### src/sv/rdlp_pkg.sv
// Shared constants and types of the random delta line prefetcher.
package rdlp_pkg;

    // Sizes of the storage and of the loops.
    localparam int TRACKER_DEPTH = 64;
    localparam int NUM_DELTAS    = 4;
    localparam int MAX_DEGREE    = 8;
    localparam int QUEUE_DEPTH   = 2;

    // Address geometry: 64-byte blocks, 4096-byte pages.
    localparam int ADDR_W      = 64;
    localparam int DRAW_W      = 16;
    localparam int BLOCK_SHIFT = 6;
    localparam int PAGE_SHIFT  = 12;
    localparam int OFFSET_W    = PAGE_SHIFT - BLOCK_SHIFT;
    localparam int BASE_W      = ADDR_W - PAGE_SHIFT;
    localparam int LINE_W      = ADDR_W - BLOCK_SHIFT;

    // Field widths.
    localparam int DELTA_W    = 8;
    localparam int THR_W      = 16;
    localparam int DIDX_W     = 2;
    localparam int DEG_CFG_W  = 4;
    localparam int SIZE_CFG_W = 7;
    localparam int CFG_DATA_W = 64;
    localparam int CFG_IDX_W  = 3;

    // Derived widths.
    localparam int DEG_W  = $clog2(MAX_DEGREE + 1);
    localparam int CAND_W =
        $clog2(MAX_DEGREE * (1 << (DELTA_W - 1)) + (1 << OFFSET_W)) + 1;
    localparam int TIDX_W = (TRACKER_DEPTH > 1) ? $clog2(TRACKER_DEPTH) : 1;
    localparam int TCNT_W = $clog2(TRACKER_DEPTH + 1);
    localparam int TREL_W = TCNT_W + 1;
    localparam int QIDX_W = (QUEUE_DEPTH > 1) ? $clog2(QUEUE_DEPTH) : 1;
    localparam int QCNT_W = $clog2(QUEUE_DEPTH + 1);

    // Configuration register indexes.
    localparam logic [CFG_IDX_W-1:0] REG_DELTA_TABLE     = 3'd0;
    localparam logic [CFG_IDX_W-1:0] REG_PROB_TABLE      = 3'd1;
    localparam logic [CFG_IDX_W-1:0] REG_DEGREE          = 3'd2;
    localparam logic [CFG_IDX_W-1:0] REG_TRACKING_ENABLE = 3'd3;
    localparam logic [CFG_IDX_W-1:0] REG_TRACKER_SIZE    = 3'd4;

    // Configuration seen by the front and back ends.
    typedef struct packed {
        logic [NUM_DELTAS*DELTA_W-1:0] delta_table;
        logic [NUM_DELTAS*THR_W-1:0]   prob_table;
        logic [DEG_CFG_W-1:0]          degree;
        logic                          tracking_enable;
        logic [SIZE_CFG_W-1:0]         tracker_size;
    } cfg_t;

    // One classified access, as queued between the front and back ends.
    typedef struct packed {
        logic [BASE_W-1:0]          page_base;
        logic [OFFSET_W-1:0]        offset;
        logic signed [DELTA_W-1:0]  delta;
        logic [DIDX_W-1:0]          sel_index;
        logic [DEG_W-1:0]           degree;
    } cmd_t;

endpackage

### src/sv/rdlp_front.sv
// Front end: accepts demand accesses, picks the delta and queues a command.
module rdlp_front (
    input  rdlp_pkg::cfg_t                    cfg,
    input  logic                              s_valid,
    output logic                              s_ready,
    input  logic [rdlp_pkg::ADDR_W-1:0]       s_access_address,
    input  logic [rdlp_pkg::DRAW_W-1:0]       s_rand_draw,
    input  logic                              q_full,
    output logic                              q_push,
    output rdlp_pkg::cmd_t                    q_cmd
);

    logic [rdlp_pkg::DIDX_W-1:0] sel;
    logic [rdlp_pkg::DEG_W-1:0]  deg_sat;

    // The first threshold that reaches the draw wins; entry 0 when none does.
    always_comb begin
        sel = '0;
        for (int i = rdlp_pkg::NUM_DELTAS - 1; i >= 0; i--) begin
            if (s_rand_draw <= cfg.prob_table[i*rdlp_pkg::THR_W +: rdlp_pkg::THR_W]) begin
                sel = rdlp_pkg::DIDX_W'(i);
            end
        end
    end

    // Degree above the supported maximum is saturated.
    always_comb begin
        if (32'(cfg.degree) > rdlp_pkg::MAX_DEGREE) begin
            deg_sat = rdlp_pkg::DEG_W'(rdlp_pkg::MAX_DEGREE);
        end else begin
            deg_sat = rdlp_pkg::DEG_W'(cfg.degree);
        end
    end

    // Build the command for the back end.
    always_comb begin
        q_cmd.page_base = s_access_address[rdlp_pkg::ADDR_W-1:rdlp_pkg::PAGE_SHIFT];
        q_cmd.offset    = s_access_address[rdlp_pkg::PAGE_SHIFT-1:rdlp_pkg::BLOCK_SHIFT];
        q_cmd.delta     = cfg.delta_table[32'(sel)*rdlp_pkg::DELTA_W +: rdlp_pkg::DELTA_W];
        q_cmd.sel_index = sel;
        q_cmd.degree    = deg_sat;
    end

    // An access with degree zero produces no results and is simply consumed.
    assign s_ready = !q_full;
    assign q_push  = s_valid && !q_full && (deg_sat != '0);

endmodule

### config.mk
export PLATFORM = sky130hd
export DESIGN_NAME = rdlp_front
export DESIGN_NICKNAME = d
export VERILOG_FILES = /design/src/sv/rdlp_pkg.sv /design/src/sv/rdlp_front.sv
export SDC_FILE = /design/constraint.sdc
export NUM_CORES = 1
export LEC_CHECK = 0
export ABC_AREA = 0
export ABC_CLOCK_PERIOD_IN_PS = 3570
export BUFFER_PORTS_ARGS = -buffer_cell sky130_fd_sc_hd__buf_2
export CORE_AREA = 4 4 100 102
export DETAILED_ROUTE_END_ITERATION = 8
export DIE_AREA = 0 0 104 106
export GPL_ROUTABILITY_DRIVEN = 1
export PLACE_DENSITY = 0.65
export SLEW_MARGIN = 15
export SYNTH_ARGS = -nofsm -noshare
export SYNTH_HDL_FRONTEND = slang
export SYNTH_SLANG_ARGS = --single-unit
### constraint.sdc
create_clock -name vclk -period 3.57
set_input_delay 0.5355 -clock vclk [all_inputs]
set_output_delay 0.5355 -clock vclk [all_outputs]
set_load 0.01 [all_outputs]
==> results.yml, run 1 <==
sta:
  fin_tns_setup_ns: 0
  fmax_mhz: 292
  fin_crit_sh: 0.961
  slew_violations: 0
  worst_pin_slew_ns: 0.380
  rsz0062_at_grt: "false"
  setup_viol: 0
  finalCriticalPeriod_ns: 3.43
  hold_violations: 0
  max_slew_margin: 0.745
detailed_routing:
  vias: 2655
  vias_per_cell: 5.03
  drtAntennaViolNets: 0
  wire_per_inst_um: 16.5
  first_iter_violations: 110
  drc: 0
  dr.pass1.iters: 5
  wirelength_mm: 8.69
synth:
  ys_seq_area_frac: 0
  syn_avg_cell_area_sq_um: 7.25
  synth_nets: 596
  synth.distinct_cells: 42
  synth_cells: 342
  ys_warn_count: 0
  synth_area_sq_um: 2480
global_route:
  grt_pass1_wl_mm: 13.0
  antenna_found_initial: 0
  overflow: 0
  grt_util_all_layers: 0.142
  grt_max_degree: 19
  grt_pass1_vias: 2631
worst_setup_path:
  crit_path_end_kind: "output pin"
  critPathLaunchType: "input port"
  critPathKind: "in2out"
  cp.required_ns: 3.03
  crit_path_max_fanout: 9
  arrival_ns: 2.89
finish:
  regArea_sq_um: 0
  nets: 673
  clockBufferCount: 0
  post-route-util: 0.316
  insertedDiodeCount: 0
  seq_cell_count: 0
  final_area_sq_um: 2880
  area_delta_synth_final_pct: 16.0
  drive_gt1_frac: 0.376
place:
  dp_hpwl_mm: 7.80
  gp_congestion: 0.801
  placed_area_sq_um: 2840
  io_buffer_count: 134
job:
  cap_viol_max_count: 0
power_and_ir_drop:
  power_density_nw_per_um2: 135
  ir_drop_v: 0.0000474
  leakagePower_uw: 0.00167
floorplanning:
  dieArea_sq_um: 11000
  rows: 35
  die_h_um: 106
  fp.dieW_um: 104
  initial_core_util: 0.272
  ios: 264
  core_area_sq_um: 9110
clock_network:
  holdBufCountCts: 0
worst_hold_path:
  hold_path_class: "in2out"
  worstHoldPathCells: 0
run_status:
  status: "complete, no violations"
[area by class of cell]
type	instances	area, sq um
Inverter	63	236
Fill cell	1011	6230
Multi-Input combinational cell	214	1790
Timing Repair Buffer	140	716
Tap cell	111	139
[final timing paths]
kind                  from         to
max        s_rand_draw[11]  q_cmd[12]
min   s_access_address[10]  q_cmd[18]
[Yosys cell counts, drive strengths merged]
library cell / count / area, sq um
o211ai: 3 / 27.5
nand3: 9 / 45.0
a21o: 5 / 38.8
o21ai: 5 / 25.0
a211oi: 1 / 7.51
a311oi: 8 / 70.1
nor3: 1 / 5.00
o31ai: 9 / 67.6
a21boi: 3 / 22.5
a221oi: 1 / 8.76
or4: 1 / 7.51
nor2: 5 / 21.3
nand2b: 1 / 6.26
nor4: 12 / 87.6
nor2b: 7 / 43.8
ha: 64 / 801
and2: 3 / 22.5
inv: 63 / 236
and3: 1 / 6.26
o31a: 2 / 18.8
a221o: 2 / 20.0
nand2: 11 / 48.8
or2: 1 / 6.26
nand4: 22 / 150
buf: 64 / 478
or3: 1 / 6.26
a21oi: 35 / 194
clkbuf: 2 / 8.75
[per-layer routing]
layer | routed length [um] | up-vias | global-route usage
met1 | 3600 | 1182 | 0.177
li1 | - | 1319 | -
met2 | 4160 | 132 | 0.249
met4 | 153 | 0 | 0.0256
met3 | 772 | 22 | 0.0364
met5 | 0 | - | 0
[where the power goes]
| group | switching (uW) | internal, uW |
|---|---|---|
| clock network | 0 | 0 |
| logic | 216 | 172 |
| registers | 0 | 0 |
| total | 216 | 172 |
[per-stage QoR]
step | worst slack, ns | power (uW) | hold slack (ns) | cells
final | 0.141 | 388 | 1.07 | 528
after global routing | 0.0225 | 435 | 1.07 | 528
after CTS | 0.0495 | 382 | 1.07 | 526
after detailed placement | 0.0568 | 380 | 1.07 | 526
after global placement | 0.157 | 365 | 1.07 | 526
after floorplan | 0.546 | 290 | 1.12 | 342
[placed cells by master, fill, tap and decap left out, types with 4 or more instances in the layout]
cell type | netlist | layout
a21o_1 | 4 | 4
a21oi_1 | 32 | 32
a311oi_1 | 8 | 8
buf_2 | 4 | 134
buf_4 | 58 | 6
ha_1 | 64 | 64
inv_1 | 63 | 63
nand2_1 | 10 | 10
nand3_1 | 9 | 9
nand4_1 | 20 | 20
nor2_1 | 4 | 4
nor2b_1 | 7 | 7
nor4_1 | 10 | 10
o21ai_0 | 5 | 5
o31ai_1 | 9 | 9
[cells by family (layout without fill, tap and decap cells)]
family,count (synthesis),count (layout),synth area share
compound gates,74,74,0.202
simple gates,75,76,0.184
buf+inv,129,203,0.291
fa+ha+maj,64,64,0.323
[timing repair]
action	in CTS	in global routing
setup endpoints to repair	0	8
gates resized for setup	0	4
buffers inserted	0	1
[critical path, cell delays in order]
cell and delay (ns):
buf_2 0.14, ha_1 0.31, a21oi_1 0.15, o21ai_0 0.17, a221oi_1 0.44, nor2_1 0.19
or2_2 0.36, a21oi_4 0.28, a311oi_1 0.14, buf_2 0.16
No activity file was read; power rests on OpenSTA's default activity.
==> inputs of run 2 (changes only) <==
ABC_CLOCK_PERIOD_IN_PS = unset   (was 3570)
PLACE_DENSITY = unset   (was 0.65)
PLACE_DENSITY_LB_ADDON = 0.2   (was unset)
clock period = 3.9 ns   (was 3.57 ns; I/O delays follow)
==> run 2 against run 1 <==
  * Die area did not move
  * Power fell by 12%
  * Design area fell by 1.5%
  * Core utilization fell by 0.48 points
  * Worst setup slack improved by 0.15 ns
  * Critical path depth did not move
  * Sequential share of layout area did not move
  * Worst hold slack improved by 0.099 ns
  * Wire length fell by 8.5%
  * Combinational power fell by 12%
  * First-iteration DRC count rose by 20%
  * Largest cell class unchanged
==> results.yml, run 2 (synthesized netlist as in run 1, its figures left out) <==
finish:
  drive_gt1_frac: 0.370
  fill_cells: 1013
  area_delta_synth_final_pct: 14.2
  final_common_cell: "buf_2"
  seq_cell_count: 0
  regArea_sq_um: 0
  clockBufferCount: 0
  nets: 670
  insertedDiodeCount: 0
  mostFrequentLayoutCells: "buf_2, ha_1, inv_1"
  multiInputGateArea_sq_um: 1760
detailed_routing:
  vias: 2516
  first_iter_violations: 132
  wirelength_mm: 7.95
  drtAntennaViolNets: 0
  dr.pass1.iters: 4
  wire_per_inst_um: 15.1
  drc: 0
  vias_per_cell: 4.79
job:
  cap_viol_max_count: 0
worst_setup_path:
  critPathLaunchType: "input port"
  crit_path_max_fanout: 9
  crit_path_end: "q_cmd[9]"
  cp.required_ns: 3.31
  critPathKind: "in2out"
  arrival_ns: 3.03
  crit_path_end_kind: "output pin"
  startpoint: "s_rand_draw[14]"
sta:
  worst_pin_slew_ns: 0.448
  whs_ns: 1.17
  fin_crit_sh: 0.926
  fin_tns_setup_ns: 0
  fin_ws_ns: 0.288
  hold_violations: 0
  max_slew_margin: 0.701
  finalCriticalPeriod_ns: 3.61
  fmax_mhz: 277
  setup_viol: 0
  slew_violations: 0
  rsz0062_at_grt: "false"
power_and_ir_drop:
  leakagePower_uw: 0.00165
  finalPower_uw: 342
  ir_drop_v: 0.0000321
  power_density_nw_per_um2: 121
floorplanning:
  initial_core_util: 0.272
  dieArea_sq_um: 11000
  rows: 35
  core_area_sq_um: 9110
  fp.dieW_um: 104
  ios: 264
  die_h_um: 106
global_route:
  grt_util_all_layers: 0.130
  grt_pass1_vias: 2413
  overflow: 0
  grt_max_degree: 19
  antenna_found_initial: 1
  grt_pass1_wl_mm: 12.0
clock_network:
  holdBufCountCts: 0
  postCtsSetupBuffers: 0
  post_cts_resize_count: 0
place:
  gp_congestion: 0.784
  place_ws_ns: 0.278
  dp_hpwl_mm: 7.15
  io_buffer_count: 134
worst_hold_path:
  hold_path_class: "in2out"
run_status:
  status: "complete, no violations"
-- run 2: changes by cell type in the layout (fill, tap and decap cells not counted) --
cell	previous run	this run
buf_4	6	4
a21boi_0	2	3
a21boi_2	1	0
and2_2	2	1
nor4_2	1	2
nor4_4	1	0
o211ai_2	0	1
o211ai_4	1	0
-- run 2: metal layers --
layer  routed length (um)  vias to the layer above  global-route usage
met3                  529                       22              0.0255
li1                     -                     1307                   -
met2                 3810                       96               0.213
met5                   13                        -                   0
met4                  135                        2              0.0247
met1                 3460                     1089               0.179
-- run 2: worst min-delay path by stage --
| stage | from | endpoint | cells after the start |
|---|---|---|---|
| after detailed placement | s_access_address[18] | q_cmd[26] | 0 |
| after floorplan | cfg[11] | q_cmd[0] | 1 |
| after global routing | s_access_address[24] | q_cmd[32] | 0 |
| after CTS | s_access_address[18] | q_cmd[26] | 0 |
| final | s_access_address[12] | q_cmd[20] | 0 |
| after global placement | s_access_address[18] | q_cmd[26] | 0 |
-- run 2: critical path, cell delays in order --
cell and delay, ns:
buf_2 0.13, ha_1 0.35, nand4_2 0.16, nor4_2 0.34
a21boi_0 0.23, o31a_1 0.40, and2_4 0.29, o31ai_1 0.08
a311oi_1 0.28, buf_2 0.18
-- run 2: final cells by class --
cell class | count | area share
repair buffers | 138 | 0.247
multi-input cells | 213 | 0.620
inverters | 63 | 0.0834
well taps | 111 | 0.0490
-- run 2: report_power, final --
part / internal (uW) / switching (uW)
clock: 0 / 0
sequential: 0 / 0
combinational: 152 / 190
total: 152 / 190
-- run 2: per-stage QoR --
step                cell area, sq um  utilization  cells
floorplan                       2480            -    342
global placement                2830        0.311    525
detailed placement              2830        0.311    525
CTS                             2830        0.311    525
global route                    2830        0.311    525
finish                          2830        0.311    525
