[src/sv/rdlp_pkg.sv]
// Shared constants and types of the random delta line prefetcher.
package rdlp_pkg;

    // Sizes of the storage and of the loops.
    localparam int TRACKER_DEPTH = 64;
    localparam int NUM_DELTAS    = 4;
    localparam int MAX_DEGREE    = 8;
    localparam int QUEUE_DEPTH   = 2;

    // Address geometry: 64-byte blocks, 4096-byte pages.
    localparam int ADDR_W      = 64;
    localparam int DRAW_W      = 16;
    localparam int BLOCK_SHIFT = 6;
    localparam int PAGE_SHIFT  = 12;
    localparam int OFFSET_W    = PAGE_SHIFT - BLOCK_SHIFT;
    localparam int BASE_W      = ADDR_W - PAGE_SHIFT;
    localparam int LINE_W      = ADDR_W - BLOCK_SHIFT;

    // Field widths.
    localparam int DELTA_W    = 8;
    localparam int THR_W      = 16;
    localparam int DIDX_W     = 2;
    localparam int DEG_CFG_W  = 4;
    localparam int SIZE_CFG_W = 7;
    localparam int CFG_DATA_W = 64;
    localparam int CFG_IDX_W  = 3;

    // Derived widths.
    localparam int DEG_W  = $clog2(MAX_DEGREE + 1);
    localparam int CAND_W =
        $clog2(MAX_DEGREE * (1 << (DELTA_W - 1)) + (1 << OFFSET_W)) + 1;
    localparam int TIDX_W = (TRACKER_DEPTH > 1) ? $clog2(TRACKER_DEPTH) : 1;
    localparam int TCNT_W = $clog2(TRACKER_DEPTH + 1);
    localparam int TREL_W = TCNT_W + 1;
    localparam int QIDX_W = (QUEUE_DEPTH > 1) ? $clog2(QUEUE_DEPTH) : 1;
    localparam int QCNT_W = $clog2(QUEUE_DEPTH + 1);

    // Configuration register indexes.
    localparam logic [CFG_IDX_W-1:0] REG_DELTA_TABLE     = 3'd0;
    localparam logic [CFG_IDX_W-1:0] REG_PROB_TABLE      = 3'd1;
    localparam logic [CFG_IDX_W-1:0] REG_DEGREE          = 3'd2;
    localparam logic [CFG_IDX_W-1:0] REG_TRACKING_ENABLE = 3'd3;
    localparam logic [CFG_IDX_W-1:0] REG_TRACKER_SIZE    = 3'd4;

    // Configuration seen by the front and back ends.
    typedef struct packed {
        logic [NUM_DELTAS*DELTA_W-1:0] delta_table;
        logic [NUM_DELTAS*THR_W-1:0]   prob_table;
        logic [DEG_CFG_W-1:0]          degree;
        logic                          tracking_enable;
        logic [SIZE_CFG_W-1:0]         tracker_size;
    } cfg_t;

    // One classified access, as queued between the front and back ends.
    typedef struct packed {
        logic [BASE_W-1:0]          page_base;
        logic [OFFSET_W-1:0]        offset;
        logic signed [DELTA_W-1:0]  delta;
        logic [DIDX_W-1:0]          sel_index;
        logic [DEG_W-1:0]           degree;
    } cmd_t;

endpackage

[src/sv/rdlp_back.sv]
// Back end: steps through the degree, filters through the tracker, emits results.
module rdlp_back (
    input  logic                          aclk,
    input  logic                          aresetn,
    input  rdlp_pkg::cfg_t                cfg,
    input  logic                          q_empty,
    input  rdlp_pkg::cmd_t                q_cmd,
    output logic                          q_pop,
    output logic                          m_valid,
    input  logic                          m_ready,
    output logic [rdlp_pkg::ADDR_W-1:0]   m_prefetch_address,
    output logic                          m_issued,
    output logic [rdlp_pkg::DIDX_W-1:0]   m_delta_index,
    output logic                          m_last
);

    typedef enum logic [2:0] {
        ST_IDLE   = 3'b001,
        ST_LOOKUP = 3'b010,
        ST_EMIT   = 3'b100
    } state_t;

    state_t                                  state_reg;
    state_t                                  state_next;

    // Current access.
    logic [rdlp_pkg::BASE_W-1:0]             base_reg;
    logic signed [rdlp_pkg::DELTA_W-1:0]     delta_reg;
    logic [rdlp_pkg::DIDX_W-1:0]             didx_reg;
    logic [rdlp_pkg::DEG_W-1:0]              deg_reg;
    logic [rdlp_pkg::DEG_W-1:0]              step_reg;
    logic signed [rdlp_pkg::CAND_W-1:0]      cand_reg;

    // Tracker ring and its registered match vector.
    logic [rdlp_pkg::LINE_W-1:0]             lines_reg [rdlp_pkg::TRACKER_DEPTH];
    logic [rdlp_pkg::TCNT_W-1:0]             count_reg;
    logic [rdlp_pkg::TIDX_W-1:0]             oldest_reg;
    logic [rdlp_pkg::TRACKER_DEPTH-1:0]      hit_reg;
    logic [rdlp_pkg::TRACKER_DEPTH-1:0]      hit_next;

    // Output register.
    logic                                    m_valid_reg;
    logic [rdlp_pkg::ADDR_W-1:0]             addr_reg;
    logic                                    issued_reg;
    logic [rdlp_pkg::DIDX_W-1:0]             didx_out_reg;
    logic                                    last_reg;

    logic [rdlp_pkg::LINE_W-1:0]             line;
    logic                                    in_page;
    logic                                    out_free;
    logic                                    emit;
    logic                                    issue;
    logic                                    do_insert;
    logic                                    final_step;
    logic [rdlp_pkg::TCNT_W-1:0]             lim;
    logic                                    tracker_full;
    logic [rdlp_pkg::TREL_W-1:0]             tail_sum;
    logic [rdlp_pkg::TIDX_W-1:0]             tail_idx;
    logic [rdlp_pkg::TIDX_W-1:0]             wr_idx;

    // Candidate line and page check.
    assign line       = {base_reg, cand_reg[rdlp_pkg::OFFSET_W-1:0]};
    assign in_page    = (cand_reg[rdlp_pkg::CAND_W-1:rdlp_pkg::OFFSET_W] == '0);
    assign out_free   = !m_valid_reg || m_ready;
    assign emit       = (state_reg == ST_EMIT) && out_free;
    assign final_step = (step_reg == deg_reg);
    assign issue      = in_page && (!cfg.tracking_enable || (hit_reg == '0));
    assign do_insert  = emit && cfg.tracking_enable && in_page && (hit_reg == '0);
    assign q_pop      = (state_reg == ST_IDLE) && !q_empty;

    // Compare the candidate against every live tracker entry in parallel.
    always_comb begin
        logic [rdlp_pkg::TREL_W-1:0] rel;
        for (int i = 0; i < rdlp_pkg::TRACKER_DEPTH; i++) begin
            if (rdlp_pkg::TIDX_W'(i) >= oldest_reg) begin
                rel = rdlp_pkg::TREL_W'(i) - rdlp_pkg::TREL_W'(oldest_reg);
            end else begin
                rel = rdlp_pkg::TREL_W'(i + rdlp_pkg::TRACKER_DEPTH)
                      - rdlp_pkg::TREL_W'(oldest_reg);
            end
            hit_next[i] = (rel < rdlp_pkg::TREL_W'(count_reg)) && (lines_reg[i] == line);
        end
    end

    // Entries in use, clamped to between one and the tracker depth.
    always_comb begin
        if (cfg.tracker_size == '0) begin
            lim = rdlp_pkg::TCNT_W'(1);
        end else if (32'(cfg.tracker_size) > rdlp_pkg::TRACKER_DEPTH) begin
            lim = rdlp_pkg::TCNT_W'(rdlp_pkg::TRACKER_DEPTH);
        end else begin
            lim = rdlp_pkg::TCNT_W'(cfg.tracker_size);
        end
    end

    // Insert position: after the newest entry, or over the oldest when full.
    always_comb begin
        tracker_full = (count_reg >= lim);
        tail_sum     = rdlp_pkg::TREL_W'(oldest_reg) + rdlp_pkg::TREL_W'(count_reg);
        if (tail_sum >= rdlp_pkg::TREL_W'(rdlp_pkg::TRACKER_DEPTH)) begin
            tail_sum = tail_sum - rdlp_pkg::TREL_W'(rdlp_pkg::TRACKER_DEPTH);
        end
        tail_idx = rdlp_pkg::TIDX_W'(tail_sum);
        wr_idx   = tracker_full ? oldest_reg : tail_idx;
    end

    // Sequencer: load a command, then a lookup state and an emit state per step.
    always_comb begin
        state_next = state_reg;
        case (state_reg)
            ST_IDLE: begin
                if (!q_empty) begin
                    state_next = ST_LOOKUP;
                end
            end
            ST_LOOKUP: begin
                state_next = ST_EMIT;
            end
            ST_EMIT: begin
                if (out_free) begin
                    state_next = final_step ? ST_IDLE : ST_LOOKUP;
                end
            end
            default: begin
                state_next = ST_IDLE;
            end
        endcase
    end

    always_ff @(posedge aclk) begin
        if (!aresetn) begin
            state_reg   <= ST_IDLE;
            count_reg   <= '0;
            oldest_reg  <= '0;
            m_valid_reg <= 1'b0;
        end else begin
            state_reg <= state_next;
            if (emit) begin
                m_valid_reg <= 1'b1;
            end else if (m_ready) begin
                m_valid_reg <= 1'b0;
            end
            if (do_insert) begin
                if (tracker_full) begin
                    if (oldest_reg == rdlp_pkg::TIDX_W'(rdlp_pkg::TRACKER_DEPTH - 1)) begin
                        oldest_reg <= '0;
                    end else begin
                        oldest_reg <= oldest_reg + 1'b1;
                    end
                end else begin
                    count_reg <= count_reg + 1'b1;
                end
            end
        end
    end

    // Datapath registers of the current access and step.
    always_ff @(posedge aclk) begin
        if (q_pop) begin
            base_reg  <= q_cmd.page_base;
            delta_reg <= q_cmd.delta;
            didx_reg  <= q_cmd.sel_index;
            deg_reg   <= q_cmd.degree;
            step_reg  <= rdlp_pkg::DEG_W'(1);
            cand_reg  <= $signed(rdlp_pkg::CAND_W'(q_cmd.offset))
                         + rdlp_pkg::CAND_W'($signed(q_cmd.delta));
        end else if (emit && !final_step) begin
            step_reg <= step_reg + 1'b1;
            cand_reg <= cand_reg + rdlp_pkg::CAND_W'(delta_reg);
        end
        if (state_reg == ST_LOOKUP) begin
            hit_reg <= hit_next;
        end
    end

    // Tracker line storage has no reset; only live entries are compared.
    always_ff @(posedge aclk) begin
        if (do_insert) begin
            lines_reg[wr_idx] <= line;
        end
    end

    // Result register.
    always_ff @(posedge aclk) begin
        if (emit) begin
            addr_reg     <= issue ? {line, rdlp_pkg::BLOCK_SHIFT'(0)} : '0;
            issued_reg   <= issue;
            didx_out_reg <= didx_reg;
            last_reg     <= final_step;
        end
    end

    assign m_valid            = m_valid_reg;
    assign m_prefetch_address = addr_reg;
    assign m_issued           = issued_reg;
    assign m_delta_index      = didx_out_reg;
    assign m_last             = last_reg;

endmodule

[config.mk]
export PLATFORM = sky130hd
export DESIGN_NAME = rdlp_back
export DESIGN_NICKNAME = d
export VERILOG_FILES = /design/src/sv/rdlp_pkg.sv /design/src/sv/rdlp_back.sv
export SDC_FILE = /design/constraint.sdc
export NUM_CORES = 2
export LEC_CHECK = 0
export BUFFER_PORTS_ARGS = -buffer_cell sky130_fd_sc_hd__buf_2
export CAP_MARGIN = 5
export CELL_PAD_IN_SITES_DETAIL_PLACEMENT = 2
export CELL_PAD_IN_SITES_GLOBAL_PLACEMENT = 2
export CORE_MARGIN = 4
export CORE_UTILIZATION = 32
export CTS_CLUSTER_DIAMETER = 30
export DETAILED_ROUTE_END_ITERATION = 6
export PLACE_DENSITY = 0.64
export SLEW_MARGIN = 20
export SYNTH_ARGS = -nofsm -noshare
export SYNTH_HDL_FRONTEND = slang
export SYNTH_SLANG_ARGS = --single-unit
[constraint.sdc]
create_clock -name aclk -period 13.3 [get_ports aclk]
set_clock_uncertainty 0.15 [all_clocks]
set_input_delay 0.665 -clock aclk [delete_from_list [all_inputs] [get_ports aclk]]
set_output_delay 0.665 -clock aclk [all_outputs]
set_load 0.02 [all_outputs]
==> results.cfg <==
[synthesis]
synth_ff_type = edfxtp_1
yosysWarnings = 0
async_flop_share_pct = 0
synth_seq_area_share_pct = 68.9
synthesis.area_um2 = 171000
synthAdderAreaFrac_pct = 2.53
yosys.area_share.xor_xnor_pct = 15.1
synth_enable_flop_cells = 3916
synth_cell_types = 82
syn_inst = 11100
synth_compound_area_share_pct = 5.51
yosys_register_bits = 3937
muxShareOfSynthArea_pct = 0.0899
synth_top_family_by_area = XOR/XNOR gates
synth.avg_cell_area_um2 = 15.4
synth-simple-area-share_pct = 5.49

[outcome]
violations = design-rule violations
status = finished with violations

[global_routing]
grt.overflow.total = 0
met2_usage_pct = 43.5
grt_antenna_before_repair = 111
grt_max_degree = 67
grt.total_usage_pct = 27.0
grt_first_pass_wirelength_mm = 1040
grt_pass1_vias = 124000
grt_use_met3_pct = 5.08
grt_most_used_layer = met2
use_met1_pct = 35.1

[cells_and_area]
final_layout_size_suffix_gt1_share_pct = 17.8
multi_input_area_um2 = 49900
layout.nets = 12800
regArea_um2 = 118000
largest_reg_flops = 3712
n_fill_cell = 51400
stdcell_area_um2 = 217000
area_growth_pct = 26.9
finalNonFillerCells = 20100

[clock_network]
htree_num_levels = 6
cts_root_buf = clkbuf_16
cts_buffers = 942
clock_latency_ns = 1.18
cts_tree = built
cts_max_path_buffers = 4
clk_pin_slew_ns = 0.05
cts_sinks = 3937

[pwr]
power.switching_mw = 10.0
intPower_mw = 30.1
ir_drop_mv = 0.171
comb_power_share_pct = 6.6
seqPwrFrac_pct = 34.4
sw_frac_of_total_pct = 24.9
powerDensity_nw_per_um2 = 185
p_leak_nw = 73.0
clock_power_share_pct = 59.0

[drt]
drt_wl_total_mm = 763
wl_per_cell_um = 37.9
drcViolationCount = 4
vias = 116000
firstDrtPassIters = 7
drtIter0Drc = 16300
viasPerCell = 5.77
antenna_left = 0

[place]
io_buffers = 147
dpl.hpwl_mm = 457
gp_congestion = 0.952
placed_cell_area_um2 = 184000
dp_cells = 18300

[setup_path]
crit_family = simple AND/OR/NAND/NOR gates
critPathBufInv = 3
start_kind = register
cpMostUsedCell = ha_1
cp_cell_sequence = clkinv_1 > ha_1 > nand2_1 > o221ai_1 > ha_1 > inv_1 > ha_1 > nand2_1 > o21ai_0 > a2111oi_1 > buf_4 > nand4_1 > nor4_1 > o21a_1
cp_max_fo = 13
slowest_stage = nor4_1
crit_required_ns = 14.18
cpPeakStageDelay_ns = 1.19
path_class = reg -> reg
critPathArrivalTime_ns = 7.97
critPathCaptureType = register
critPathLaunch = oldest_reg[2]$_SDFFE_PN0P_
r2r_start = oldest_reg[2]$_SDFFE_PN0P_

[die]
initial_core_util_pct = 32.1
die_area_um2 = 547000
dieHeight_um = 740
io-pin-count = 254
num_rows = 268
core_area_um2 = 533000
die_width_um = 740

[sta]
maxSlewHeadroom_pct = 4.65
finalSetupTns_ns = 0
post-route-period-util_pct = 53.3
setup_viol = 0
rsz0062_at_grt = false
worst-slew-pin-transition_ns = 1.42
fmax_mhz = 141
hold_slack_ns = 0.0488
slew_viol_final = 0
min_period_ns = 7.09
hold_viol = 0

[run]
max_cap_violations = 0

[min_path]
hp-class = in -> reg
hold_start = q_empty
==> kinds of logic (layout without fill, tap and decap cells) <==
group                    after synthesis  count (layout)
flip-flops                          3937            3937
XOR/XNOR                            2959            2959
AND/OR/NAND/NOR                     1615            1615
AO/OA/AOI/OAI                       1268            1268
buffers and inverters                951            2950
adder cells (fa/ha/maj)              344             344
multiplexers                          15              15
other                                  2              41
==> cells in the mapped netlist (all sizes together) (11+ instances only) <==
cell | instances | area share [%]
nor3 | 62 | 0.18
mux2i | 12 | 0.070
a221oi | 158 | 0.81
o22ai | 281 | 1.0
a21o | 90 | 0.39
a2111oi | 72 | 0.37
nand3 | 87 | 0.25
a31oi | 41 | 0.15
inv | 391 | 0.86
nor2 | 148 | 0.32
dfxtp | 21 | 0.25
a211oi | 12 | 0.053
o221ai | 40 | 0.20
nor4 | 499 | 1.8
a222oi | 20 | 0.12
nand2 | 111 | 0.25
o211ai | 23 | 0.10
ha | 340 | 2.5
nand2b | 32 | 0.12
a2bb2oi | 11 | 0.056
buf | 451 | 1.2
o2bb2ai | 114 | 0.58
and3 | 11 | 0.041
a21oi | 88 | 0.26
xnor2 | 1587 | 8.1
o21ai | 105 | 0.31
o2111ai | 19 | 0.11
clkinv | 11 | 0.024
o21a | 15 | 0.066
nor2b | 27 | 0.099
a22oi | 25 | 0.11
a22o | 99 | 0.51
xor2 | 1372 | 7.0
or4 | 13 | 0.057
a221o | 17 | 0.099
edfxtp | 3916 | 69
and2 | 71 | 0.26
clkbuf | 98 | 0.21
nand4 | 519 | 1.9
==> final cells by class <==
| cell class | count | share of cell area [%] |
|---|---|---|
| diodes | 33 | 0.0380 |
| clock buffers | 1069 | 11.1 |
| flip-flops and latches | 3937 | 54.3 |
| inverters | 402 | 0.697 |
| clock inverters | 693 | 3.93 |
| well taps | 7020 | 4.04 |
| multi-input cells | 6209 | 23.0 |
| repair buffers | 786 | 2.91 |
==> per-stage QoR <==
step / util (%) / power (mW) / setup WS, ns
2_1_floorplan: - / 15.2 / 3.77
3_3_place_gp: 34.4 / 16.5 / 6.80
3_5_place_dp: 34.5 / 16.6 / 6.81
4_1_cts: 40.7 / 40.3 / 6.75
5_1_grt: 40.7 / 41.1 / 6.44
6_report: 40.8 / 40.1 / 6.21
==> per-layer routing <==
metal | up-vias | routed length, µm
met1 | 62800 | 300000
met4 | 20 | 39100
met2 | 6921 | 356000
li1 | 44900 | -
met3 | 1646 | 67500
met5 | - | 146
==> worst paths after layout <==
| path | end | slack [ns] | cells after the start |
|---|---|---|---|
| hold reg to reg | m_delta_index[1]$_DFFE_PP_ | 0.26 | 0 |
| setup / recovery | hit_reg[56]$_DFFE_PN_ | 6.21 | 14 |
| hold / removal | delta_reg[7]$_DFFE_PP_ | 0.05 | 3 |
| setup reg to reg | hit_reg[56]$_DFFE_PN_ | 6.21 | 14 |
==> power by group through the flow <==
stage                     clock network (mW)  logic (mW)  registers [mW]
after floorplan                            0        1.06            14.2
after global placement                     0        2.44            14.0
after detailed placement                   0        2.52            14.0
after CTS                               23.9        2.60            13.8
after global routing                    24.6        2.68            13.8
final                                   23.7        2.65            13.8
==> layout by cell type, fill, tap and decap left out, drive strengths merged, types with 87 or more instances in the layout <==
| cell | n |
|---|---|
| a21o | 90 |
| a21oi | 88 |
| a221oi | 158 |
| a22o | 99 |
| buf | 701 |
| bufinv | 140 |
| clkbuf | 1069 |
| clkinv | 418 |
| clkinvlp | 108 |
| edfxtp | 3916 |
| ha | 340 |
| inv | 429 |
| nand2 | 111 |
| nand3 | 87 |
| nand4 | 519 |
| nor2 | 148 |
| nor4 | 499 |
| o21ai | 105 |
| o22ai | 281 |
| o2bb2ai | 114 |
| xnor2 | 1587 |
| xor2 | 1372 |
==> timing repair <==
| action | in CTS | in global routing |
|---|---|---|
| setup buffers | 0 | 0 |
| resized for setup | 0 | 0 |
| endpoints found under the hold margin | 87 | 0 |
| endpoints found under the setup margin | 0 | 0 |
| hold buffers | 85 | 0 |
==> worst min-delay path, cell delays in order <==
cell	delay (ns)
buf_2	0.08
nor4b_2	0.04
buf_4	0.30
No activity file was read; power rests on OpenSTA's default activity.
