<file path="src/sv/rdlp_pkg.sv">
// Shared constants and types of the random delta line prefetcher.
package rdlp_pkg;

    // Sizes of the storage and of the loops.
    localparam int TRACKER_DEPTH = 64;
    localparam int NUM_DELTAS    = 4;
    localparam int MAX_DEGREE    = 8;
    localparam int QUEUE_DEPTH   = 2;

    // Address geometry: 64-byte blocks, 4096-byte pages.
    localparam int ADDR_W      = 64;
    localparam int DRAW_W      = 16;
    localparam int BLOCK_SHIFT = 6;
    localparam int PAGE_SHIFT  = 12;
    localparam int OFFSET_W    = PAGE_SHIFT - BLOCK_SHIFT;
    localparam int BASE_W      = ADDR_W - PAGE_SHIFT;
    localparam int LINE_W      = ADDR_W - BLOCK_SHIFT;

    // Field widths.
    localparam int DELTA_W    = 8;
    localparam int THR_W      = 16;
    localparam int DIDX_W     = 2;
    localparam int DEG_CFG_W  = 4;
    localparam int SIZE_CFG_W = 7;
    localparam int CFG_DATA_W = 64;
    localparam int CFG_IDX_W  = 3;

    // Derived widths.
    localparam int DEG_W  = $clog2(MAX_DEGREE + 1);
    localparam int CAND_W =
        $clog2(MAX_DEGREE * (1 << (DELTA_W - 1)) + (1 << OFFSET_W)) + 1;
    localparam int TIDX_W = (TRACKER_DEPTH > 1) ? $clog2(TRACKER_DEPTH) : 1;
    localparam int TCNT_W = $clog2(TRACKER_DEPTH + 1);
    localparam int TREL_W = TCNT_W + 1;
    localparam int QIDX_W = (QUEUE_DEPTH > 1) ? $clog2(QUEUE_DEPTH) : 1;
    localparam int QCNT_W = $clog2(QUEUE_DEPTH + 1);

    // Configuration register indexes.
    localparam logic [CFG_IDX_W-1:0] REG_DELTA_TABLE     = 3'd0;
    localparam logic [CFG_IDX_W-1:0] REG_PROB_TABLE      = 3'd1;
    localparam logic [CFG_IDX_W-1:0] REG_DEGREE          = 3'd2;
    localparam logic [CFG_IDX_W-1:0] REG_TRACKING_ENABLE = 3'd3;
    localparam logic [CFG_IDX_W-1:0] REG_TRACKER_SIZE    = 3'd4;

    // Configuration seen by the front and back ends.
    typedef struct packed {
        logic [NUM_DELTAS*DELTA_W-1:0] delta_table;
        logic [NUM_DELTAS*THR_W-1:0]   prob_table;
        logic [DEG_CFG_W-1:0]          degree;
        logic                          tracking_enable;
        logic [SIZE_CFG_W-1:0]         tracker_size;
    } cfg_t;

    // One classified access, as queued between the front and back ends.
    typedef struct packed {
        logic [BASE_W-1:0]          page_base;
        logic [OFFSET_W-1:0]        offset;
        logic signed [DELTA_W-1:0]  delta;
        logic [DIDX_W-1:0]          sel_index;
        logic [DEG_W-1:0]           degree;
    } cmd_t;

endpackage

</file>
<file path="src/sv/rdlp_queue.sv">
// Small command queue between the front and back ends.
module rdlp_queue (
    input  logic           aclk,
    input  logic           aresetn,
    input  logic           push,
    input  rdlp_pkg::cmd_t push_cmd,
    output logic           full,
    input  logic           pop,
    output rdlp_pkg::cmd_t pop_cmd,
    output logic           empty
);

    rdlp_pkg::cmd_t                entries_reg [rdlp_pkg::QUEUE_DEPTH];
    logic [rdlp_pkg::QIDX_W-1:0]   wr_ptr_reg;
    logic [rdlp_pkg::QIDX_W-1:0]   wr_ptr_next;
    logic [rdlp_pkg::QIDX_W-1:0]   rd_ptr_reg;
    logic [rdlp_pkg::QIDX_W-1:0]   rd_ptr_next;
    logic [rdlp_pkg::QCNT_W-1:0]   count_reg;
    logic [rdlp_pkg::QCNT_W-1:0]   count_next;
    logic                          do_push;
    logic                          do_pop;

    assign full    = (count_reg == rdlp_pkg::QCNT_W'(rdlp_pkg::QUEUE_DEPTH));
    assign empty   = (count_reg == '0);
    assign do_push = push && !full;
    assign do_pop  = pop && !empty;
    assign pop_cmd = entries_reg[rd_ptr_reg];

    // Pointer and occupancy updates with wrap at the queue depth.
    always_comb begin
        wr_ptr_next = wr_ptr_reg;
        rd_ptr_next = rd_ptr_reg;
        count_next  = count_reg;
        if (do_push) begin
            if (wr_ptr_reg == rdlp_pkg::QIDX_W'(rdlp_pkg::QUEUE_DEPTH - 1)) begin
                wr_ptr_next = '0;
            end else begin
                wr_ptr_next = wr_ptr_reg + 1'b1;
            end
        end
        if (do_pop) begin
            if (rd_ptr_reg == rdlp_pkg::QIDX_W'(rdlp_pkg::QUEUE_DEPTH - 1)) begin
                rd_ptr_next = '0;
            end else begin
                rd_ptr_next = rd_ptr_reg + 1'b1;
            end
        end
        if (do_push && !do_pop) begin
            count_next = count_reg + 1'b1;
        end else if (do_pop && !do_push) begin
            count_next = count_reg - 1'b1;
        end
    end

    always_ff @(posedge aclk) begin
        if (!aresetn) begin
            wr_ptr_reg <= '0;
            rd_ptr_reg <= '0;
            count_reg  <= '0;
        end else begin
            wr_ptr_reg <= wr_ptr_next;
            rd_ptr_reg <= rd_ptr_next;
            count_reg  <= count_next;
        end
    end

    // Entry storage holds payload only.
    always_ff @(posedge aclk) begin
        if (do_push) begin
            entries_reg[wr_ptr_reg] <= push_cmd;
        end
    end

endmodule

</file>
<file path="config.mk">
export PLATFORM = sky130hd
export DESIGN_NAME = rdlp_queue
export DESIGN_NICKNAME = d
export VERILOG_FILES = /design/src/sv/rdlp_pkg.sv /design/src/sv/rdlp_queue.sv
export SDC_FILE = /design/constraint.sdc
export NUM_CORES = 1
export LEC_CHECK = 0
export ABC_AREA = 1
export BUFFER_PORTS_ARGS = -buffer_cell sky130_fd_sc_hd__buf_4
export CAP_MARGIN = 20
export CORE_ASPECT_RATIO = 2
export CORE_MARGIN = 8
export CORE_UTILIZATION = 59
export CTS_BUF_LIST = sky130_fd_sc_hd__clkbuf_8
export DETAILED_ROUTE_END_ITERATION = 6
export PLACE_DENSITY = 0.95
export SLEW_MARGIN = 20
export SYNTH_ARGS = -nofsm -noshare
export SYNTH_HDL_FRONTEND = slang
export SYNTH_SLANG_ARGS = --single-unit
</file>
<file path="constraint.sdc">
create_clock -name aclk -period 6.8 [get_ports aclk]
set_input_delay 1.36 -clock aclk [delete_from_list [all_inputs] [get_ports aclk]]
set_output_delay 1.36 -clock aclk [all_outputs]
set_load 0.02 [all_outputs]
</file>
==> results.ini, run 1 <==
[run_status]
status = completed

[power_and_ir_drop]
powerDensity_mw_per_mm2 = 375
power.total_mw = 2.78
leakage_nw = 2.94
peakVddDrop_mv = 0.310

[synth]
syn_inst = 262
synth_compound_area_share_pct = 0.410
yosys_warnings = 0
ys_seq_area_share_pct = 76.4
yosys-top-cells-area = edfxtp_1 (75%), mux2_4 (18%), buf_12 (2.4%), dfxtp_1 (1.7%), nor2_1 (0.71%)
synth_top_area_cell = edfxtp_1
yosys.area_share.adder_pct = 0.216
yosys.area_share.simple_pct = 1.30
synth_cell_types = 15
synth_top_family_by_area = multiplexers
muxShareOfSynthArea_pct = 18.5
synth_nets = 339
synth_xor_area_share_pct = 0
syn_area_mm2 = 0.00579
synth-seq-cells = 149
synth.avg_cell_area_um2 = 22.1
synth.top_cell.area_share_pct = 74.6

[cells_and_area]
final_cell_mix = buf_4 (152), edfxtp_1 (144), mux2_4 (70), clkbuf_8 (17), inv_1 (10)
layout_commonest_cell = buf_4
largest_reg_flops = 144
fill_cells = 545
drive_gt1_share_pct = 58.4
antennaDiodeCount = 0
nets = 502
syn_to_final_growth_pct = 28.0
final_cells = 570

[floorplanning]
dieWidth_um = 86.1
start_util_pct = 60.1
rows = 51
core_area_mm2 = 0.00964
dieArea_mm2 = 0.0134
ios = 150
die_h_um = 156

[route]
vias_per_cell = 5.12
route.detailed.wl_per_inst_um = 20.4
postRouteAntennaNets = 0
vias = 2918
drt_wl_total_um = 11600
drtIter0Drc = 117
drc = 0
drt_pre_antenna_iters = 6

[sta]
worst_pin_slew_ns = 0.822
hold_viol_final = 0
slew_headroom_pct = 45.1
layout_setup_ws_ns = 2.98
grt_setup_unrepaired = no
finalCritPeriodShare_pct = 56.2
skew_ns = 0.0116
setup_tns_ns = 0
fmax_mhz = 261
fin_crit_ns = 3.82
report.final.slew_viol_count = 0
setup_viol = 0

[placed_design]
hpwl_um = 8510
dp.cells = 538
post-place-ws_ns = 3.43
port_buffers = 149
place_congestion = 0.737

[grt]
track_usage_pct = 17.9
antenna_found_initial = 0
met3_usage_pct = 6.91
grt_pass1_vias = 3226
grt_max_degree = 46
grtUsageMet2_pct = 32.5
grt_pass1_wl_um = 17200
grt_remaining_overflow = 0
met1_usage_pct = 15.7
grt_busiest_layer = met2

[worst_setup_path]
cp_common_cell = buf_4
end_kind = output port
cp-start-kind = flop
crit_buf_inv = 2
crit_slowest_cell = dfxtp_4
cp_max_fo = 41
crit_type = flop to output port
max_stage_delay_ns = 0.74
cp.arrival_ns = 2.46
path_cells = buf_4 > mux2_4 > buf_4
cp_top_family = buffers and inverters
crit_required_ns = 5.44

[clock_tree]
clk_latency_ns = 0.43
numClockSinks = 149
cts_root_buffer = clkbuf_8
cts_resized = 0
cts_hold_buf = 0
clock_path_buffers = 2
postCtsSetupBuffers = 0
h-tree-depth = 4
numCtsBuffers = 17
clkSlewWorstSetupHoldPaths_ns = 0.08
cts_tree = yes

[hold_path]
hp-class = flop to flop

[flow_run]
cap_violations = 0

-- tightest hold or removal path, stage by stage (launching register included) --
cell	delay, ns
dfxtp_1	0.34
nor2_1	0.07
nor2_1	0.09
-- final cells by class --
cell class	instances	area [um2]	share of cell area [%]
Tap cell	132	165	2.23
Multi-Input combinational cell	96	1200	16.2
Sequential cell	149	4430	59.7
Clock inverter	15	213	2.87
Timing Repair Buffer	152	1140	15.4
Clock buffer	17	234	3.16
Inverter	9	33.8	0.456
-- cells by family (layout without fill, tap and decap cells) --
logic type	Yosys count	in the layout
DFF	149	149
muxes	72	72
adders and majority gates	1	1
buffers and inverters	17	193
and+or+nand+nor	19	19
AOI/OAI and AO/OA	4	4
-- worst paths after layout --
check	from	endpoint	slack, ns	cells past startpoint
setup / recovery	flop	pop_cmd[20]	2.98	3
hold / removal	rd_ptr_reg	flop	0.53	2
setup reg to reg	count_reg[0]	entries_reg[1][13]	4.56	3
hold reg to reg	rd_ptr_reg	flop	0.53	2
-- stage by stage --
step                util, %  cell area, um2  hold slack [ns]
floorplan                 -            5790            0.467
global placement       72.3            6970            0.480
detailed placement     72.3            6970            0.486
CTS                    77.0            7410            0.515
global route           77.0            7410            0.588
finish                 77.0            7410            0.526
-- metal layers --
metal	share of wire [%]	vias up
met5	0	-
met4	4.2	0
met3	6.7	32
met2	57	124
met1	32	1425
li1	-	1337
-- cells in the mapped netlist (all sizes together) --
library cell,n
inv,9
mux2,72
o21ai,3
nand4,1
dfxtp,5
ha,1
nand2,6
a21oi,1
edfxtp,144
nand3,1
buf,8
nor2,11
-- power breakdown --
part	internal [mW]	total, mW	leakage (nW)	switching [mW]
Sequential	1.16	1.23	1.39	0.0673
Clock	0.433	0.735	0.223	0.302
Combinational	0.398	0.816	1.34	0.418
(Power assumes the default switching activity.)
==> run 2: changes to the inputs <==
Settings changed: CORE_UTILIZATION 59 to 49, PLACE_DENSITY 0.95 to 0.85.
Clock period 6.8 ns to 3.5 ns, I/O delays scaled along.
==> run 2 against run 1 <==
  * Sequential cell count unchanged
  * Worst hold slack got worse by 0.061 ns
  * Cell area increased by 0.39%
  * Via count decreased by 1.4%
  * First-iteration DRC count increased by 68%
  * Routed wire length increased by 0.84%
  * Non-clock buffer count increased by 3
  * Clock power increased by 82%
==> results.ini, run 2 (synthesis gave the netlist of run 1 again) <==
[run_status]
status = completed

[grt]
grt_max_degree = 46  ; unchanged
grt_remaining_overflow = 0  ; unchanged
antenna_found_initial = 1  ; +1
grt_pass1_wl_um = 17400  ; +1.2%
grt_pass1_vias = 3268  ; +1.3%
track_usage_pct = 15.1  ; -2.7 points

[floorplanning]
rows = 56  ; +9.8%
start_util_pct = 49.8  ; -10 points
dieArea_mm2 = 0.0158  ; +17%
ios = 150  ; unchanged
dieWidth_um = 92.9  ; +7.9%
core_area_mm2 = 0.0116  ; +21%
die_h_um = 170  ; +8.7%

[power_and_ir_drop]
p_comb_share_pct = 29.9  ; +0.6 points
switching_share_pct = 28.2  ; -0.17 points
internal-power_mw = 3.83  ; +92%
p_sw_mw = 1.50  ; +90%
clkPwrFrac_pct = 25.2  ; -1.2 points
powerDensity_mw_per_mm2 = 716  ; +91%
power_frac_seq_pct = 44.9  ; +0.7 points
peakVddDrop_mv = 0.558  ; +80%
leakage_nw = 2.96  ; +0.64%
power.total_mw = 5.33  ; +92%

[worst_setup_path]
max_stage_delay_ns = 0.73  ; about the same
end_kind = output port
cp-start-kind = flop
cp.arrival_ns = 2.10  ; -0.36 ns
r2r_setup_slack_ns = 1.89  ; -2.67 ns
reg2regPathDepth = 9  ; +6
worstReg2RegStart = count_reg[1]
crit_type = flop to output port
r2r-end = count_reg[1]
cp_top_family = flip-flops
crit_required_ns = 2.80  ; -2.64 ns
cp_max_fo = 31  ; -24%
crit_buf_inv = 2  ; unchanged
cp_common_cell = buf_4
crit_slowest_cell = dfxtp_4
path_cells = buf_4 > mux2_4 > buf_4

[clock_tree]
cts_root_buffer = clkbuf_8
cts_hold_buf = 0  ; unchanged
cts_resized = 0  ; unchanged
clkSlewWorstSetupHoldPaths_ns = 0.08  ; about the same
clk_latency_ns = 0.41  ; -0.02 ns
cts_tree = yes
numClockSinks = 149  ; unchanged
numCtsBuffers = 17  ; unchanged
h-tree-depth = 4  ; unchanged
postCtsSetupBuffers = 0  ; unchanged
clock_path_buffers = 2  ; unchanged

[cells_and_area]
final_cell_mix = buf_4 (154), edfxtp_1 (144), mux2_4 (70), clkbuf_8 (18), inv_1 (13)
drive_gt1_share_pct = 58.7  ; +0.28 points
largest_reg_flops = 144  ; unchanged
fin_util_pct = 64.0  ; -13 points
final_cells = 587  ; +3.0%
layout_commonest_cell = buf_4
syn_to_final_growth_pct = 28.5
nets = 505  ; +0.60%

[placed_design]
place_congestion = 0.786  ; +6.7%
hpwl_um = 8760  ; +3.0%
port_buffers = 149  ; unchanged
post-place-ws_ns = 1.10  ; -2.33 ns
dp.cells = 554  ; +3.0%

[sta]
grt_setup_unrepaired = no
slew_headroom_pct = 59.6  ; +14 points
setup_viol = 0  ; unchanged
worst_pin_slew_ns = 0.606  ; -0.215 ns
report.final.slew_viol_count = 0  ; unchanged
fmax_mhz = 357
hold_viol_final = 0  ; unchanged
fin_crit_ns = 2.80
layout_setup_ws_ns = 0.698  ; -2.28 ns
finalCritPeriodShare_pct = 80.0
skew_ns = 0.00882  ; -0.00277 ns

[route]
drtIter0Drc = 197  ; +68%
drt_pre_antenna_iters = 6  ; unchanged
postRouteAntennaNets = 0  ; unchanged
vias_per_cell = 4.90  ; -4.2%
vias = 2878  ; -1.4%
drt_wl_total_um = 11700  ; +0.84%
route.detailed.wl_per_inst_um = 20.0  ; -2.1%
drc = 0  ; unchanged

[hold_path]
hp-class = input port to flop
min_from = push_cmd[46]
hold_end = entries_reg[0][46]
min_path_cells = 1  ; -1

[flow_run]
cap_violations = 0  ; unchanged

## run 2: changes by cell type in the layout (fill, tap and decap cells not counted)
cell,previous run,this run
clkinv_1,3,0
clkinv_2,1,3
buf_4,152,154
inv_1,10,13
clkinv_4,4,1
buf_12,0,1
clkinvlp_4,1,2
diode_2,0,1
bufinv_16,5,4
clkbuf_8,17,18
## run 2: worst reg2reg max path: stages, from the launching register on
cell	delay, ns
dfxtp_1	0.35
inv_1	0.09
o21ai_2	0.29
inv_1	0.13
ha_1	0.35
inv_1	0.08
nand3_1	0.07
nand2_1	0.07
inv_1	0.04
nor2_1	0.08
## run 2: stage by stage
step	hold WS, ns	area (um2)	setup TNS (ns)
floorplan	0.467	5790	-111.66
global placement	0.483	7020	0
detailed placement	0.497	7020	0
CTS	0.425	7440	0
global route	0.419	7440	0
finish	0.465	7440	0
## run 2: worst max path at each step
stage | to | cells after the start | start | slack (ns)
2_1_floorplan | entries_reg[0][0] | 2 | push | -0.78
3_3_place_gp | pop_cmd[3] | 3 | flop | 1.16
3_5_place_dp | pop_cmd[14] | 3 | flop | 1.10
4_1_cts | pop_cmd[14] | 3 | flop | 0.63
5_1_grt | pop_cmd[14] | 3 | flop | 0.58
6_report | pop_cmd[14] | 3 | flop | 0.70
## run 2: power by group through the flow
stage	logic, mW	registers [mW]	clock network [mW]
final	1.59	2.39	1.34
after global routing	1.69	2.42	1.45
after CTS	1.62	2.40	1.39
after detailed placement	1.62	2.44	0
after global placement	1.57	2.42	0
after floorplan	1.14	2.37	0
## run 2: metal layers
metal / vias to the layer above / GRT usage [%] / share of wire [%]
met1: 1413 / 12.6 / 32
met2: 101 / 28.3 / 59
met3: 18 / 5.67 / 5.8
met4: 0 / 9.60 / 3.7
met5: - / 0 / 0
li1: 1346 / - / -
## run 2: final cells by class
| cell class | instances | area (um2) |
|---|---|---|
| multi-input cells | 96 | 1200 |
| repair buffers | 155 | 1180 |
| flip-flops and latches | 149 | 4430 |
| clock buffers | 18 | 248 |
| inverters | 9 | 33.8 |
| clock inverters | 14 | 174 |
| diodes | 1 | 2.50 |
| well taps | 145 | 181 |
| fillers | 848 | 4190 |
==> run 3: changes to the inputs <==
Settings changed: ABC_AREA 1 to 0, CORE_UTILIZATION 49 to 54, PLACE_DENSITY 0.85 to 0.89.
Clock period 3.5 ns to 2.65 ns, I/O delays scaled along.
==> run 3 against run 2 <==
  * Clock skew fell by 0.0018 ns
  * Sequential power rose by 28%
  * Worst hold slack lost 0.18 ns
  * Power up 29%
  * Final cell count fell by 4.8%
  * Global-route usage is 0.65 points higher
  * Highest routed layer unchanged
==> results.ini, run 3 <==
[clock_tree]
h-tree-depth = 4  ; unchanged
postCtsSetupBuffers = 0  ; unchanged
numCtsBuffers = 17  ; unchanged
cts_resized = 0  ; unchanged
numClockSinks = 149  ; unchanged
cts_root_buffer = clkbuf_8
clk_latency_ns = 0.41  ; about the same
clock_path_buffers = 2  ; unchanged
clkSlewWorstSetupHoldPaths_ns = 0.08  ; about the same
cts_hold_buf = 0  ; unchanged
cts_tree = yes

[sta]
skew_ns = 0.00700  ; -0.00183 ns
worst_pin_slew_ns = 0.415  ; -0.191 ns
setup_viol = 0  ; unchanged
grt_setup_unrepaired = no
finalCritPeriodShare_pct = 87.5
fin_crit_ns = 2.32
setup_tns_ns = 0  ; unchanged
fmax_mhz = 431
slew_headroom_pct = 72.3  ; +13 points
hold_viol_final = 0  ; unchanged
report.final.slew_viol_count = 0  ; unchanged

[power_and_ir_drop]
powerDensity_mw_per_mm2 = 965  ; +35%
leakage_nw = 2.65  ; -11%
power.total_mw = 6.86  ; +29%
peakVddDrop_mv = 0.714  ; +28%

[route]
vias_per_cell = 5.06  ; +3.2%
drt_pre_antenna_iters = 4  ; -2
drt_wl_total_um = 10600  ; -9.7%
drt-met1-wl_um = 4280  ; +16%
drc = 0  ; unchanged
route.detailed.wl_per_inst_um = 18.9  ; -5.1%
routed.top_layer = met4
route.met3.wl_um = 1290  ; +91%
postRouteAntennaNets = 0  ; unchanged
vias = 2829  ; -1.7%
drtIter0Drc = 198  ; +0.51%
met2WireLength_um = 4900  ; -29%

[worst_setup_path]
cp_max_fo = 67  ; +120%
max_stage_delay_ns = 0.42  ; -0.31 ns
r2r-end = entries_reg[0][29]
cp.arrival_ns = 1.79  ; -0.31 ns
worstReg2RegStart = count_reg[0]
reg2regPathDepth = 4  ; -5
path_cells = buf_12 > mux2_2 > buf_4
crit_slowest_cell = dfxtp_2
crit_required_ns = 2.12  ; -0.68 ns
end_kind = output port
cp-start-kind = flop
r2r_setup_slack_ns = 1.08  ; -0.81 ns
crit_type = flop to output port

[grt]
grt_remaining_overflow = 0  ; unchanged
grt_pass1_wl_um = 16100  ; -7.3%
track_usage_pct = 15.8  ; +0.65 points
grt_pass1_vias = 3105  ; -5.0%
antenna_found_initial = 0  ; -1
grt_max_degree = 73  ; +59%

[floorplanning]
die_h_um = 158  ; -6.9%
ios = 150  ; unchanged
core_area_mm2 = 0.00995  ; -14%
start_util_pct = 54.8  ; +5.0 points
dieArea_mm2 = 0.0138  ; -13%
dieWidth_um = 87.1  ; -6.3%
rows = 52  ; -7.1%

[hold_path]
hp-class = input port to flop
min_from = push_cmd[56]
min_path_cells = 1  ; unchanged
hold_end = entries_reg[0][56]

[synth]
ys_seq_area_share_pct = 81.1  ; +4.8 points
syn_area_mm2 = 0.00545  ; -5.9%
synth.avg_cell_area_um2 = 21.9  ; -0.98%
synth-edff-count = 144  ; unchanged
yosysMostFrequentCell = edfxtp_1
yosys_warnings = 0  ; unchanged
synth_cell_types = 22  ; +7
syn_inst = 249  ; -5.0%
yosys-top-cells-area = edfxtp_1 (79%), mux2_2 (13%), dfxtp_1 (1.8%), buf_6 (1.4%), mux2_1 (1.4%)
synth_commonest_cells = edfxtp_1 (144), mux2_2 (65), buf_6 (7), mux2_1 (7), dfxtp_1 (5)
synth_nets = 326  ; -3.8%
synth_ff_type = edfxtp_1
synth_top_area_cell = edfxtp_1
synth.top_cell.area_share_pct = 79.3  ; +4.7 points
synth-seq-cells = 149  ; unchanged
synth-async-reset-ratio_pct = 0  ; unchanged

[cells_and_area]
fin_area_mm2 = 0.00711  ; -4.4%
syn_to_final_growth_pct = 30.5
final_cells = 559  ; -4.8%
nets = 489  ; -3.2%
antennaDiodeCount = 0  ; -1
layout_commonest_cell = buf_4
largest_reg_flops = 144  ; unchanged
fill_cells = 645  ; -24%
drive_gt1_share_pct = 58.7  ; about the same
final_cell_mix = buf_4 (149), edfxtp_1 (144), mux2_2 (65), clkbuf_8 (17), mux2_1 (7)

[run_status]
status = completed

[placed_design]
placedInstanceArea_mm2 = 0.00674  ; -4.0%
port_buffers = 149  ; unchanged
dp.cells = 528  ; -4.7%
hpwl_um = 7030  ; -20%
place_congestion = 0.701  ; -11%

[flow_run]
cap_violations = 0  ; unchanged

[run 3: cell count changes after synthesis, sizes merged, moves of 2 or more]
cell and delta:
a21boi +2, and2 +3, inv -7, nand2 -6
nor2 -9, xnor2 +2
[run 3: cell families after synthesis]
family                     count (synthesis)  synth area share [%]
adders and majority gates                  1                 0.229
AOI/OAI and AO/OA                          5                 0.597
DFF                                      149                  81.1
and+or+nand+nor                            9                  1.01
muxes                                     72                  14.9
xor gates and xnor gates                   3                 0.482
buffers and inverters                     10                  1.67
[run 3: worst max-delay path by stage]
stage | from | end | slack (ns) | cells after the start
finish | flop | pop_cmd[27] | 0.33 | 3
global route | flop | pop_cmd[27] | 0.22 | 3
CTS | flop | pop_cmd[27] | 0.28 | 3
detailed placement | flop | pop_cmd[26] | 0.78 | 3
global placement | flop | pop_cmd[54] | 0.78 | 3
floorplan | count_reg[0] | entries_reg[0][0] | -0.10 | 3
[run 3: stage by stage]
stage / worst slack, ns / util (%) / hold WS, ns
finish: 0.330 / 71.5 / 0.289
global route: 0.217 / 71.5 / 0.260
CTS: 0.284 / 71.5 / 0.256
detailed placement: 0.778 / 67.7 / 0.565
global placement: 0.782 / 67.7 / 0.542
floorplan: -0.101 / - / 0.517
[run 3: where the power goes]
part,internal [mW],switching (mW)
clock,0.901,0.749
sequential,2.96,0.0999
combinational,0.988,1.17
[run 3: critical path: cells and delay by family, from the launching register on]
| kind | cells | cell delay [ns] |
|---|---|---|
| buf+inv | 2 | 0.51 |
| flops | 1 | 0.42 |
| mux | 1 | 0.41 |
[run 3: final cells by class]
class                           count  area, um2  share of cell area [%]
Clock buffer                       17        234                    3.29
Multi-Input combinational cell     90        952                    13.4
Sequential cell                   149       4430                    62.2
Tap cell                          135        169                    2.37
Timing Repair Buffer              152       1180                    16.6
Inverter                            2       10.0                   0.141
Clock inverter                     14        144                    2.02
[run 3: metal layers]
layer,global-route usage [%],vias to the layer above
met4,5.71,0
li1,-,1307
met5,0,-
met2,23.8,152
met1,18.9,1360
met3,8.01,10
